File: config.mk
export PLATFORM = sky130hd
export DESIGN_NAME = char_lcd_nibble_interface_core
export DESIGN_NICKNAME = d
export VERILOG_FILES = /design/src/rtl/clcd_pkg.sv /design/src/rtl/char_lcd_nibble_interface_core.sv
export SDC_FILE = /design/constraint.sdc
export NUM_CORES = 1
export LEC_CHECK = 0
export BUFFER_PORTS_ARGS = -buffer_cell sky130_fd_sc_hd__buf_2
export CELL_PAD_IN_SITES_DETAIL_PLACEMENT = 1
export CELL_PAD_IN_SITES_GLOBAL_PLACEMENT = 1
export CORE_MARGIN = 2
export CORE_UTILIZATION = 48
export CTS_CLUSTER_SIZE = 20
export DETAILED_ROUTE_END_ITERATION = 10
export GPL_ROUTABILITY_DRIVEN = 0
export PLACE_DENSITY_LB_ADDON = 0.1
export SLEW_MARGIN = 20
export SYNTH_ARGS = -nofsm -noshare
export SYNTH_HDL_FRONTEND = slang
export SYNTH_SLANG_ARGS = --single-unit
File: constraint.sdc
create_clock -name clk -period 9.9 [get_ports clk]
set_input_delay 0.495 -clock clk [delete_from_list [all_inputs] [get_ports clk]]
set_output_delay 0.495 -clock clk [all_outputs]
set_load 0.01 [all_outputs]
File: src/rtl/clcd_pkg.sv
// ----------------------------------------------------------------------------
// clcd_pkg
// Types, constants and the control-word table for the character LCD
// nibble interface sequencer.
// ----------------------------------------------------------------------------
`default_nettype none

package clcd_pkg;

  localparam int CfgWidth    = 16;
  localparam int WaitWidth   = 17;
  localparam int NibbleWidth = 4;
  localparam int ByteWidth   = 8;
  localparam int PcWidth     = 6;
  localparam int RegIdxWidth = 3;

  localparam logic [RegIdxWidth-1:0] REG_STARTUP_WAIT    = 3'd0;
  localparam logic [RegIdxWidth-1:0] REG_SECOND_KEY_WAIT = 3'd1;
  localparam logic [RegIdxWidth-1:0] REG_THIRD_KEY_WAIT  = 3'd2;
  localparam logic [RegIdxWidth-1:0] REG_BYTE_GAP_WAIT   = 3'd3;
  localparam logic [RegIdxWidth-1:0] REG_CLEAR_DONE_WAIT = 3'd4;

  localparam logic [CfgWidth-1:0] RST_STARTUP_WAIT    = 16'd15000;
  localparam logic [CfgWidth-1:0] RST_SECOND_KEY_WAIT = 16'd41000;
  localparam logic [CfgWidth-1:0] RST_THIRD_KEY_WAIT  = 16'd100;
  localparam logic [CfgWidth-1:0] RST_BYTE_GAP_WAIT   = 16'd40;
  localparam logic [CfgWidth-1:0] RST_CLEAR_DONE_WAIT = 16'd40000;

  typedef enum logic [1:0] {
    REQ_INIT  = 2'd0,
    REQ_GOTO  = 2'd1,
    REQ_CHAR  = 2'd2,
    REQ_NONE  = 2'd3
  } req_type_t;

  // entry points into the control table
  localparam logic [PcWidth-1:0] PC_INIT     = 6'd0;
  localparam logic [PcWidth-1:0] PC_SEND_REQ = 6'd45;
  localparam int                 RomDepth    = 52;

  typedef enum logic [1:0] {
    S_IDLE = 2'd0,
    S_RUN  = 2'd1
  } seq_state_t;

  typedef enum logic [2:0] {
    W_ZERO       = 3'd0,
    W_GAP        = 3'd1,
    W_GAP_START  = 3'd2,
    W_GAP_SECOND = 3'd3,
    W_GAP_THIRD  = 3'd4,
    W_CLEAR      = 3'd5
  } wait_sel_t;

  typedef enum logic [1:0] {
    RS_KEEP = 2'd0,
    RS_ZERO = 2'd1,
    RS_REQ  = 2'd2
  } rs_op_t;

  typedef enum logic [1:0] {
    EN_KEEP = 2'd0,
    EN_HIGH = 2'd1,
    EN_LOW  = 2'd2
  } en_op_t;

  typedef enum logic [2:0] {
    D_KEEP   = 3'd0,
    D_ROM_HI = 3'd1,
    D_ROM_LO = 3'd2,
    D_REQ_HI = 3'd3,
    D_REQ_LO = 3'd4
  } dat_op_t;

  typedef struct packed {
    wait_sel_t             wait_sel;
    rs_op_t                rs_op;
    en_op_t                en_op;
    dat_op_t               dat_op;
    logic [ByteWidth-1:0]  konst;
    logic                  last;
  } ctrl_word_t;

  function automatic ctrl_word_t cw(wait_sel_t ws, rs_op_t rs, en_op_t en, dat_op_t d,
                                    logic [ByteWidth-1:0] k, logic last);
    ctrl_word_t w;
    w.wait_sel = ws;
    w.rs_op    = rs;
    w.en_op    = en;
    w.dat_op   = d;
    w.konst    = k;
    w.last     = last;
    return w;
  endfunction

  function automatic ctrl_word_t ctrl_rom(logic [PcWidth-1:0] pc);
    ctrl_word_t w;
    unique case (pc)
      // init keys
      6'd0:  w = cw(W_GAP_START,  RS_ZERO, EN_KEEP, D_KEEP,   8'h03, 1'b0);
      6'd1:  w = cw(W_ZERO,       RS_KEEP, EN_HIGH, D_KEEP,   8'h03, 1'b0);
      6'd2:  w = cw(W_ZERO,       RS_KEEP, EN_KEEP, D_ROM_LO, 8'h03, 1'b0);
      6'd3:  w = cw(W_ZERO,       RS_KEEP, EN_LOW,  D_KEEP,   8'h03, 1'b0);
      6'd4:  w = cw(W_GAP_SECOND, RS_ZERO, EN_KEEP, D_KEEP,   8'h03, 1'b0);
      6'd5:  w = cw(W_ZERO,       RS_KEEP, EN_HIGH, D_KEEP,   8'h03, 1'b0);
      6'd6:  w = cw(W_ZERO,       RS_KEEP, EN_KEEP, D_ROM_LO, 8'h03, 1'b0);
      6'd7:  w = cw(W_ZERO,       RS_KEEP, EN_LOW,  D_KEEP,   8'h03, 1'b0);
      6'd8:  w = cw(W_GAP_THIRD,  RS_ZERO, EN_KEEP, D_KEEP,   8'h03, 1'b0);
      6'd9:  w = cw(W_ZERO,       RS_KEEP, EN_HIGH, D_KEEP,   8'h03, 1'b0);
      6'd10: w = cw(W_ZERO,       RS_KEEP, EN_KEEP, D_ROM_LO, 8'h03, 1'b0);
      6'd11: w = cw(W_ZERO,       RS_KEEP, EN_LOW,  D_KEEP,   8'h03, 1'b0);
      6'd12: w = cw(W_GAP,        RS_ZERO, EN_KEEP, D_KEEP,   8'h02, 1'b0);
      6'd13: w = cw(W_ZERO,       RS_KEEP, EN_HIGH, D_KEEP,   8'h02, 1'b0);
      6'd14: w = cw(W_ZERO,       RS_KEEP, EN_KEEP, D_ROM_LO, 8'h02, 1'b0);
      6'd15: w = cw(W_ZERO,       RS_KEEP, EN_LOW,  D_KEEP,   8'h02, 1'b0);
      // function set
      6'd16: w = cw(W_GAP,        RS_ZERO, EN_KEEP, D_KEEP,   8'h28, 1'b0);
      6'd17: w = cw(W_ZERO,       RS_KEEP, EN_HIGH, D_KEEP,   8'h28, 1'b0);
      6'd18: w = cw(W_ZERO,       RS_KEEP, EN_KEEP, D_ROM_HI, 8'h28, 1'b0);
      6'd19: w = cw(W_ZERO,       RS_KEEP, EN_LOW,  D_KEEP,   8'h28, 1'b0);
      6'd20: w = cw(W_ZERO,       RS_KEEP, EN_HIGH, D_KEEP,   8'h28, 1'b0);
      6'd21: w = cw(W_ZERO,       RS_KEEP, EN_KEEP, D_ROM_LO, 8'h28, 1'b0);
      6'd22: w = cw(W_ZERO,       RS_KEEP, EN_LOW,  D_KEEP,   8'h28, 1'b0);
      // display on
      6'd23: w = cw(W_GAP,        RS_ZERO, EN_KEEP, D_KEEP,   8'h0C, 1'b0);
      6'd24: w = cw(W_ZERO,       RS_KEEP, EN_HIGH, D_KEEP,   8'h0C, 1'b0);
      6'd25: w = cw(W_ZERO,       RS_KEEP, EN_KEEP, D_ROM_HI, 8'h0C, 1'b0);
      6'd26: w = cw(W_ZERO,       RS_KEEP, EN_LOW,  D_KEEP,   8'h0C, 1'b0);
      6'd27: w = cw(W_ZERO,       RS_KEEP, EN_HIGH, D_KEEP,   8'h0C, 1'b0);
      6'd28: w = cw(W_ZERO,       RS_KEEP, EN_KEEP, D_ROM_LO, 8'h0C, 1'b0);
      6'd29: w = cw(W_ZERO,       RS_KEEP, EN_LOW,  D_KEEP,   8'h0C, 1'b0);
      // entry mode
      6'd30: w = cw(W_GAP,        RS_ZERO, EN_KEEP, D_KEEP,   8'h06, 1'b0);
      6'd31: w = cw(W_ZERO,       RS_KEEP, EN_HIGH, D_KEEP,   8'h06, 1'b0);
      6'd32: w = cw(W_ZERO,       RS_KEEP, EN_KEEP, D_ROM_HI, 8'h06, 1'b0);
      6'd33: w = cw(W_ZERO,       RS_KEEP, EN_LOW,  D_KEEP,   8'h06, 1'b0);
      6'd34: w = cw(W_ZERO,       RS_KEEP, EN_HIGH, D_KEEP,   8'h06, 1'b0);
      6'd35: w = cw(W_ZERO,       RS_KEEP, EN_KEEP, D_ROM_LO, 8'h06, 1'b0);
      6'd36: w = cw(W_ZERO,       RS_KEEP, EN_LOW,  D_KEEP,   8'h06, 1'b0);
      // clear
      6'd37: w = cw(W_GAP,        RS_ZERO, EN_KEEP, D_KEEP,   8'h01, 1'b0);
      6'd38: w = cw(W_ZERO,       RS_KEEP, EN_HIGH, D_KEEP,   8'h01, 1'b0);
      6'd39: w = cw(W_ZERO,       RS_KEEP, EN_KEEP, D_ROM_HI, 8'h01, 1'b0);
      6'd40: w = cw(W_ZERO,       RS_KEEP, EN_LOW,  D_KEEP,   8'h01, 1'b0);
      6'd41: w = cw(W_ZERO,       RS_KEEP, EN_HIGH, D_KEEP,   8'h01, 1'b0);
      6'd42: w = cw(W_ZERO,       RS_KEEP, EN_KEEP, D_ROM_LO, 8'h01, 1'b0);
      6'd43: w = cw(W_ZERO,       RS_KEEP, EN_LOW,  D_KEEP,   8'h01, 1'b0);
      6'd44: w = cw(W_CLEAR,      RS_KEEP, EN_KEEP, D_KEEP,   8'h00, 1'b1);
      // byte from the request
      6'd45: w = cw(W_GAP,        RS_REQ,  EN_KEEP, D_KEEP,   8'h00, 1'b0);
      6'd46: w = cw(W_ZERO,       RS_KEEP, EN_HIGH, D_KEEP,   8'h00, 1'b0);
      6'd47: w = cw(W_ZERO,       RS_KEEP, EN_KEEP, D_REQ_HI, 8'h00, 1'b0);
      6'd48: w = cw(W_ZERO,       RS_KEEP, EN_LOW,  D_KEEP,   8'h00, 1'b0);
      6'd49: w = cw(W_ZERO,       RS_KEEP, EN_HIGH, D_KEEP,   8'h00, 1'b0);
      6'd50: w = cw(W_ZERO,       RS_KEEP, EN_KEEP, D_REQ_LO, 8'h00, 1'b0);
      6'd51: w = cw(W_ZERO,       RS_KEEP, EN_LOW,  D_KEEP,   8'h00, 1'b1);
      default: w = cw(W_ZERO,     RS_KEEP, EN_KEEP, D_KEEP,   8'h00, 1'b1);
    endcase
    return w;
  endfunction

endpackage

`default_nettype wire

File: src/rtl/char_lcd_nibble_interface_core.sv
// ----------------------------------------------------------------------------
// char_lcd_nibble_interface_core
// Turns init, cursor and character requests into timed pin snapshots for a
// character LCD on a 4-bit bus.
// ----------------------------------------------------------------------------
// Usage:
//   in_*   : one request per transfer. in_tuser carries the request kind
//            (init, goto, character); kind 3 is taken and dropped.
//   out_*  : one pin snapshot per transfer, out_tlast on the last one of a
//            request. out_tdata.wait_before tells the pin driver how many
//            cycles to hold before applying the snapshot.
//   cfg_*  : wait registers, to be written by the user only while no request
//            is in flight; the block itself does not enforce this.
// A table-driven step counter emits one snapshot per cycle, unless a stalled
// out_tready freezes it, into a single output register; no snapshot is lost.
// Goto and character requests take 7 snapshots, init 45. On acceptance the
// state and step counter load, then the output register takes the first
// snapshot. in_tready is high only when no request is in flight. Reset
// clears pin levels, sets wait registers to defaults, idles the sequencer.
// ----------------------------------------------------------------------------
`default_nettype none

module char_lcd_nibble_interface_core
  import clcd_pkg::*;
(
  input  wire logic        clk,
  input  wire logic        rst_n,
  input  wire logic        in_tvalid,
  output logic             in_tready,
  input  wire logic [15:0] in_tdata,   // column[5:0], row[6], char_code[14:7]
  input  wire logic [1:0]  in_tuser,   // req_type[1:0]
  output logic             out_tvalid,
  input  wire logic        out_tready,
  output logic [23:0]      out_tdata,  // wait_before[16:0], en_pin[17], data_nibble[21:18]
  output logic             out_tuser,  // rs_pin[0]
  output logic             out_tlast,
  input  wire logic        cfg_valid,
  output logic             cfg_ready,
  input  wire logic [2:0]  cfg_addr,
  input  wire logic [15:0] cfg_data
);

  logic [CfgWidth-1:0] startup_wait_r, second_key_wait_r, third_key_wait_r;
  logic [CfgWidth-1:0] byte_gap_wait_r, clear_done_wait_r;

  seq_state_t          state_r, state_nxt;
  logic [PcWidth-1:0]  pc_r, pc_nxt;
  logic [ByteWidth-1:0] req_byte_r;
  logic                req_rs_r;

  logic                   rs_r, rs_nxt;
  logic                   en_r, en_nxt;
  logic [NibbleWidth-1:0] dat_r, dat_nxt;

  logic                   out_valid_r;
  logic [WaitWidth-1:0]   out_wait_r;
  logic                   out_rs_r, out_en_r, out_last_r;
  logic [NibbleWidth-1:0] out_dat_r;

  ctrl_word_t          word;
  logic                in_xfer, exec, load_req;
  req_type_t           req;
  logic [CfgWidth-1:0] extra;
  logic [WaitWidth-1:0] wait_val;

  assign req      = req_type_t'(in_tuser);
  assign in_xfer  = in_tvalid && in_tready;
  assign word     = ctrl_rom(pc_r);
  assign cfg_ready = 1'b1;

  // next state
  always_comb begin
    state_nxt = state_r;
    unique case (state_r)
      S_IDLE: begin
        if (in_xfer && req != REQ_NONE) state_nxt = S_RUN;
      end
      S_RUN: begin
        if (exec && word.last) state_nxt = S_IDLE;
      end
      default: state_nxt = S_IDLE;
    endcase
  end

  // outputs
  always_comb begin
    in_tready = 1'b0;
    exec      = 1'b0;
    unique case (state_r)
      S_IDLE: in_tready = 1'b1;
      S_RUN:  exec = !out_valid_r || out_tready;
      default: ;
    endcase
  end

  assign load_req = in_xfer && req != REQ_NONE;

  always_comb begin
    pc_nxt = pc_r;
    if (load_req) begin
      pc_nxt = (req == REQ_INIT) ? PC_INIT : PC_SEND_REQ;
    end else if (exec) begin
      pc_nxt = pc_r + 1'b1;
    end
  end

  always_comb begin
    unique case (word.wait_sel)
      W_GAP_START:  extra = startup_wait_r;
      W_GAP_SECOND: extra = second_key_wait_r;
      W_GAP_THIRD:  extra = third_key_wait_r;
      W_CLEAR:      extra = clear_done_wait_r;
      default:      extra = '0;
    endcase
    unique case (word.wait_sel)
      W_ZERO:  wait_val = '0;
      W_CLEAR: wait_val = {1'b0, extra};
      default: wait_val = {1'b0, extra} + {1'b0, byte_gap_wait_r};
    endcase
  end

  always_comb begin
    unique case (word.rs_op)
      RS_ZERO: rs_nxt = 1'b0;
      RS_REQ:  rs_nxt = req_rs_r;
      default: rs_nxt = rs_r;
    endcase
    unique case (word.en_op)
      EN_HIGH: en_nxt = 1'b1;
      EN_LOW:  en_nxt = 1'b0;
      default: en_nxt = en_r;
    endcase
    unique case (word.dat_op)
      D_ROM_HI: dat_nxt = word.konst[7:4];
      D_ROM_LO: dat_nxt = word.konst[3:0];
      D_REQ_HI: dat_nxt = req_byte_r[7:4];
      D_REQ_LO: dat_nxt = req_byte_r[3:0];
      default:  dat_nxt = dat_r;
    endcase
  end

  always_ff @(posedge clk) begin
    if (!rst_n) begin
      state_r     <= S_IDLE;
      pc_r        <= '0;
      rs_r        <= 1'b0;
      en_r        <= 1'b0;
      dat_r       <= '0;
      out_valid_r <= 1'b0;
    end else begin
      state_r <= state_nxt;
      pc_r    <= pc_nxt;
      if (exec) begin
        rs_r        <= rs_nxt;
        en_r        <= en_nxt;
        dat_r       <= dat_nxt;
        out_valid_r <= 1'b1;
      end else if (out_tready) begin
        out_valid_r <= 1'b0;
      end
    end
  end

  always_ff @(posedge clk) begin
    if (load_req) begin
      req_rs_r   <= (req == REQ_CHAR);
      req_byte_r <= (req == REQ_CHAR) ? in_tdata[14:7] : {1'b1, in_tdata[6], in_tdata[5:0]};
    end
    if (exec) begin
      out_wait_r <= wait_val;
      out_rs_r   <= rs_nxt;
      out_en_r   <= en_nxt;
      out_dat_r  <= dat_nxt;
      out_last_r <= word.last;
    end
  end

  always_ff @(posedge clk) begin
    if (!rst_n) begin
      startup_wait_r    <= RST_STARTUP_WAIT;
      second_key_wait_r <= RST_SECOND_KEY_WAIT;
      third_key_wait_r  <= RST_THIRD_KEY_WAIT;
      byte_gap_wait_r   <= RST_BYTE_GAP_WAIT;
      clear_done_wait_r <= RST_CLEAR_DONE_WAIT;
    end else if (cfg_valid && cfg_ready) begin
      unique case (cfg_addr)
        REG_STARTUP_WAIT:    startup_wait_r    <= cfg_data;
        REG_SECOND_KEY_WAIT: second_key_wait_r <= cfg_data;
        REG_THIRD_KEY_WAIT:  third_key_wait_r  <= cfg_data;
        REG_BYTE_GAP_WAIT:   byte_gap_wait_r   <= cfg_data;
        REG_CLEAR_DONE_WAIT: clear_done_wait_r <= cfg_data;
        default: ;
      endcase
    end
  end

  assign out_tvalid = out_valid_r;
  assign out_tdata  = {2'b00, out_dat_r, out_en_r, out_wait_r};
  assign out_tuser  = out_rs_r;
  assign out_tlast  = out_last_r;

  a_last_to_idle: assert property (@(posedge clk) disable iff (!rst_n)
    (exec && word.last) |=> state_r == S_IDLE)
    else $error("sequencer did not return to idle after last step");

  a_pc_in_rom: assert property (@(posedge clk) disable iff (!rst_n)
    state_r == S_RUN |-> pc_r < PcWidth'(RomDepth))
    else $error("step counter left the control table");

  a_req_starts: assert property (@(posedge clk) disable iff (!rst_n)
    load_req |=> (state_r == S_RUN && out_valid_r == $past(out_valid_r && !out_tready)))
    else $error("request did not start the sequencer");

  a_last_en_low: assert property (@(posedge clk) disable iff (!rst_n)
    (out_tvalid && out_tlast) |-> !out_tdata[17])
    else $error("request ended with EN high");

endmodule

`default_nettype wire

; Word level (Yosys, flattened, before mapping)
; Memory sizes are Yosys's and may differ from the RTL's. A register that Yosys moved wholly into a read port is not among the register bits.
; Cells that the tools add are included.
[classes]
add_sub_neg = 2
eq_ne = 21
n_mux = 18
reduce_logical = 17
[op_table]
columns = cell, n
row1 = $pmux W16 S4, 1
row2 = $pmux W17 S2, 1
row3 = $mux W6, 5
row4 = $eq A3 B2 Y1 const B, 6
row5 = $add A16 B16 Y17, 1
row6 = $pmux W4 S4, 1
row7 = $eq A3 B3 Y1 const B, 4
row8 = $reduce_and A2 Y1, 6
row9 = $mux W7, 1
row10 = $add A6 B1 Y6 const B, 1
row11 = $eq A2 B1 Y1 const B, 3
row12 = $eq A2 B2 Y1 const B, 3
row13 = $eq A3 B1 Y1 const B, 2
row14 = $logic_not A3 Y1, 2
row15 = $ne A2 B2 Y1 const B, 3
row16 = $logic_not A2 Y1, 2
row17 = $mux W1, 4
row18 = $mux W2, 2
row19 = $pmux W1 S2, 2
row20 = $pmux W2 S2, 1
row21 = $reduce_bool A2 Y1, 2
row22 = $logic_and A1 B1 Y1, 3
row23 = $logic_not A1 Y1, 1
row24 = $logic_or A1 B1 Y1, 1
[totals]
ff_bits = 128
rom_bits = 1024
inputBits = 42
output_inout_bits = 29
wordCells = 78
memories = 1
[memory_table]
columns = memory, words, word_bits, rd, rd_clocked_by_memory_dff, wr, line
row1 = (name not given), 64, 16, 1, 1, 0, clcd_pkg.sv:98  ; unique case (pc)

; Longest topological paths before layout
[logic_depth]
word_depth = 7
mapped_depth = 13

; Worst setup path after synthesis
; Ideal clock, no wire load.
[synth_timing]
path_kind = register to register
startpoint = register word[16] (netlist name)
endpoint = register out_wait_r[14], data pin
arrival_ps = 2952
setup_slack_ps = 6681
path_stages_with_launch = 13
path_buffers = 1
path_cell_list = dfxtp_1 > buf_1 > mux2i_1 > o22ai_1 > ha_1 > fa_1 > a211oi_1 > nor2_1 > o31ai_1 > o31ai_1 > o31ai_1 > xor2_1 > o21ai_0
[synth_between]
elab_chain_len = 4
word_cells_on_any_way = 8
cone_classes = add/sub (1) / eq/ne (4) / mux (2) / reduce/logical (1)
[synth_rtl]
columns = element, line
row1 = $eq A3 B3 Y1 (tied with other cells), "char_lcd_nibble_interface_core.sv:108, char_lcd_nibble_interface_core.sv:115"
row2 = $pmux W16 S4, char_lcd_nibble_interface_core.sv:108  ; unique case (word.wait_sel)
row3 = $add A16 B16 Y17, char_lcd_nibble_interface_core.sv:118  ; default: wait_val = {1'b0, extra} + {1'b0, byte_gap_wait_r};
row4 = $pmux W17 S2 *, char_lcd_nibble_interface_core.sv:115  ; unique case (word.wait_sel)
row5 = net wait_val[14], char_lcd_nibble_interface_core.sv:64  ; logic [WaitWidth-1:0] wait_val;
row6 = "end signal, assigned", char_lcd_nibble_interface_core.sv:170  ; out_wait_r <= wait_val;
row7 = "end, declared", char_lcd_nibble_interface_core.sv:56  ; logic [WaitWidth-1:0] out_wait_r;
; Mark *: on every way through the listed nets, which the timed path passes. The rest lies on a longest branch.
; A chain may end at the register's enable or synchronous reset.

; Final worst setup path
[layout_timing]
startpoint = register word[17] (netlist name)
endpoint = register out_wait_r[14], data pin
[layout_between]
elab_chain_len = 4
word_cells_on_any_way = 8
cone_classes = add/sub (1) / eq/ne (4) / mux (2) / reduce/logical (1)
[layout_rtl]
columns = element, line
row1 = $eq A3 B3 Y1 (tied with other cells), "char_lcd_nibble_interface_core.sv:108, char_lcd_nibble_interface_core.sv:115"
row2 = $pmux W16 S4, char_lcd_nibble_interface_core.sv:108
row3 = $add A16 B16 Y17, char_lcd_nibble_interface_core.sv:118
row4 = $pmux W17 S2 *, char_lcd_nibble_interface_core.sv:115
row5 = net wait_val[14], char_lcd_nibble_interface_core.sv:64
; Marks and branches as above.

==> results.md <==
- Hold Slack: 355 ps
- Die area: 15500 um^2
- Grt met1 use: 39.9%
- Vias: 6307
- Final Setup Violations: 0
- Cell Rows: between 40 and 50
- First DRT Iteration DRCs: 525
- Largest cells by area after synthesis: dfxtp_1 32%, edfxtp_1 14%, nand2_1 12%, a21oi_1 6.5%, ha_1 4.3%
- Most common cell type on the critical path: o31ai_1
- Initial antenna violation count: 0
- Clk sinks: 143
- Synthesis warning total: 0
- Final Slew Violations: 0
- CTS Buf Count: 17
- Cell Chain, Critical Path: inv_1, nor2_1, a22oi_1, a21oi_1, ha_1, a211oi_1, nor2_1, o31ai_1, o31ai_1, o31ai_1, xor2_1, o21ai_0
- Critical path startpoint category: flop
- Min Tclk post-route: 4260 ps
- Tot Pwr: 1580 uW
- Cts repair resizes: 0
- Flops & latches, synth: between 100 and 150
- Final Skew: 7.57 ps
- 1st-pass router iterations: 5
- Drt via density: between 5 and 6
- PwrDens: roughly 200 nW/um^2
- Final ANT Viol Nets: 0
- Latest clock arrival within the worst-skew pair: around 430 ps
- Die Ht: 125 um
- Max cap viols: 0
- Pin count of the biggest net entering global routing: 72
- Footprint of the multi-input gates: 3510 um^2
- Final core utilization: 55.6%
- Slew of the pin with the lowest slew margin: a little under 1000 ps
- Initial Util: approximately half
- Post-CTS Hold Buffers: 0
- CTS tree: yes
- Root Buffer: clkbuf_16
- Hold WC Path Type: in2reg
- Clock Pin Slew Worst Setup and Hold Paths: 60 ps
- Leak: about 0.0031 uW
- Critical path arrival: 4400 ps
- Status: finished, final reports clean
- Unrepaired setup endpoints after global routing: false
- Post-Synthesis Cells: 811
- Rel. slew slack: roughly a third
- Core footprint: 14400 um^2
- Max VDD drop: 0.124 mV
- Detailed Place HPWL: 14.8 mm
- First-pass GRT wire length: 34.4 mm
- Sequential-to-total area share from yosys stat: 45.8%
- Post-CTS setup repair buffer count: 0
- Slowest-stage cell, CP: nor2_1
- GRT met2 Usage: 44.4%
- Final wirelength: 21.4 mm
- Die W: roughly 120 um
- Nets: a little over 900
- Ys flop type: dfxtp_1
- Period utilization: 43.1%
- PortBufs: 66
- Synth async-reset ratio: 0%
- GRT Total Usage: 28.2%
- Synth area leader: dfxtp_1
- Worst setup path class: reg2reg
- WHS Path Cells: 2
- R2R cell count: 12
- Most frequent cells in the layout: 214 x nand2_1, 110 x dfxtp_1, 91 x a21oi_1
- CP required: 10040 ps
- Worst-case clock buffer depth: 2
- Yosys top cell area share: 31.6%
- # IOs: 71
- Area grow syn2layout: 14.7%
- Setup TNS: 0 ps
- Non-Filler Instances: 1053
- Final Hold Fails: 0
- CTS H-tree lvls: 4
- ANT cells: 0
- Synth cell types: 65
- Share of cells above drive strength 1: 15.1%
- Drt wl/cell: between 20 and 25 um
- Worst setup EP type: flop
- DRC violations left: 0
- Syn Area/Cell: 8.59 um^2
- CP Max Fanout: 12
- Dpl cells: between 1k and 1.5k
- Flip-flop and latch area: 3190 um^2
- Largest stage delay on the critical path: 690 ps
- Area of the mapped netlist: around 7000 um^2
- Fill count: 1699
- GRT busiest layer: met2
- Vias in the first global route: 6363
- Highest clock rate: 0.235 GHz
- Most common cell after layout, fill and taps aside: nand2_1
- GR Layer Usage met3: 5.15%
- EDFF count, synth: 33
- Total grt overflow: 0
-- per-stage QoR --
stage	area, um^2	setup WS [ps]
after floorplan	6970	6680
after global placement	7370	5850
after detailed placement	7380	5840
after CTS	8000	5800
after global routing	8000	5450
final	8000	5640
-- final timing paths --
kind,from,to,slack (ps)
min,in_tdata[14],req_byte_r[7],360
max,word[17],out_wait_r[14],5640
min reg2reg,word[0],out_tlast,440
max reg2reg,word[17],out_wait_r[14],5640
-- registers in the layout, indices dropped and copies added, names as in the netlist --
signal             cells
startup_wait_r        16
third_key_wait_r      16
pc_r                   6
byte_gap_wait_r       16
out_en_r               1
out_tlast              1
word                  16
en_r                   1
out_tvalid             1
rs_r                   1
req_rs_r               1
clear_done_wait_r     16
out_tuser              1
dat_r                  4
out_dat_r              4
out_wait_r            17
req_byte_r             8
second_key_wait_r     16
state_r                1
-- layer usage --
| layer | vias up | share of wire [%] |
|---|---|---|
| li1 | 2956 | - |
| met1 | 3150 | 48 |
| met2 | 172 | 46 |
| met3 | 29 | 4.7 |
| met4 | 0 | 1.5 |
| met5 | - | 0 |
-- power by group --
group / switching [uW] / internal [uW]
clock network: 245 / 423
logic: 169 / 88.6
registers: 17.1 / 633
total: 430 / 1140
-- synthesized netlist by cell type (3+ instances only) --
cell / count
a21o_1: 8
buf_4: 6
nand2b_1: 6
o22ai_1: 13
inv_1: 16
a31oi_1: 3
mux2_2: 9
ha_1: 24
inv_2: 4
nand2_1: 214
xor2_1: 9
o31ai_1: 5
a22oi_1: 6
o21ai_0: 32
or2_2: 3
nand3_1: 33
nor2_1: 22
and3_1: 7
a311o_1: 3
a221oi_1: 7
mux2i_1: 21
o221a_2: 3
xnor2_1: 7
a32oi_1: 5
edfxtp_1: 33
nor4_1: 5
clkbuf_1: 32
dfxtp_1: 110
nor2b_1: 4
and2_1: 5
a311oi_1: 3
buf_1: 6
nor3_1: 8
a21oi_1: 91
a211oi_1: 7
-- worst max-delay path: cells and delay by family (launching register included) --
kind / cells / cell delay, ps
compound gates: 7 / 2000
simple gates: 2 / 830
flops: 1 / 460
fa+ha+maj: 1 / 370
xor+xnor: 1 / 160
buf+inv: 1 / 140
-- kinds of logic after synthesis --
family                     Yosys count  synth area share [%]
AOI/OAI and AO/OA                  212                  19.5
xor gates and xnor gates            16                  2.01
adders and majority gates           25                  4.60
buffers and inverters               67                  3.98
DFF                                143                  45.8
muxes                               30                  4.47
other                                2                 0.108
and+or+nand+nor                    316                  19.5
-- layout make-up --
cell class | count | area share, %
clock inverter | 9 | 1.63
tap | 184 | 2.88
sequential | 143 | 39.9
clock buffer | 23 | 6.10
multi-input combinational | 602 | 43.8
timing repair buffer | 71 | 4.60
inverter | 21 | 1.00
No activity file was read; power rests on OpenSTA's default activity.
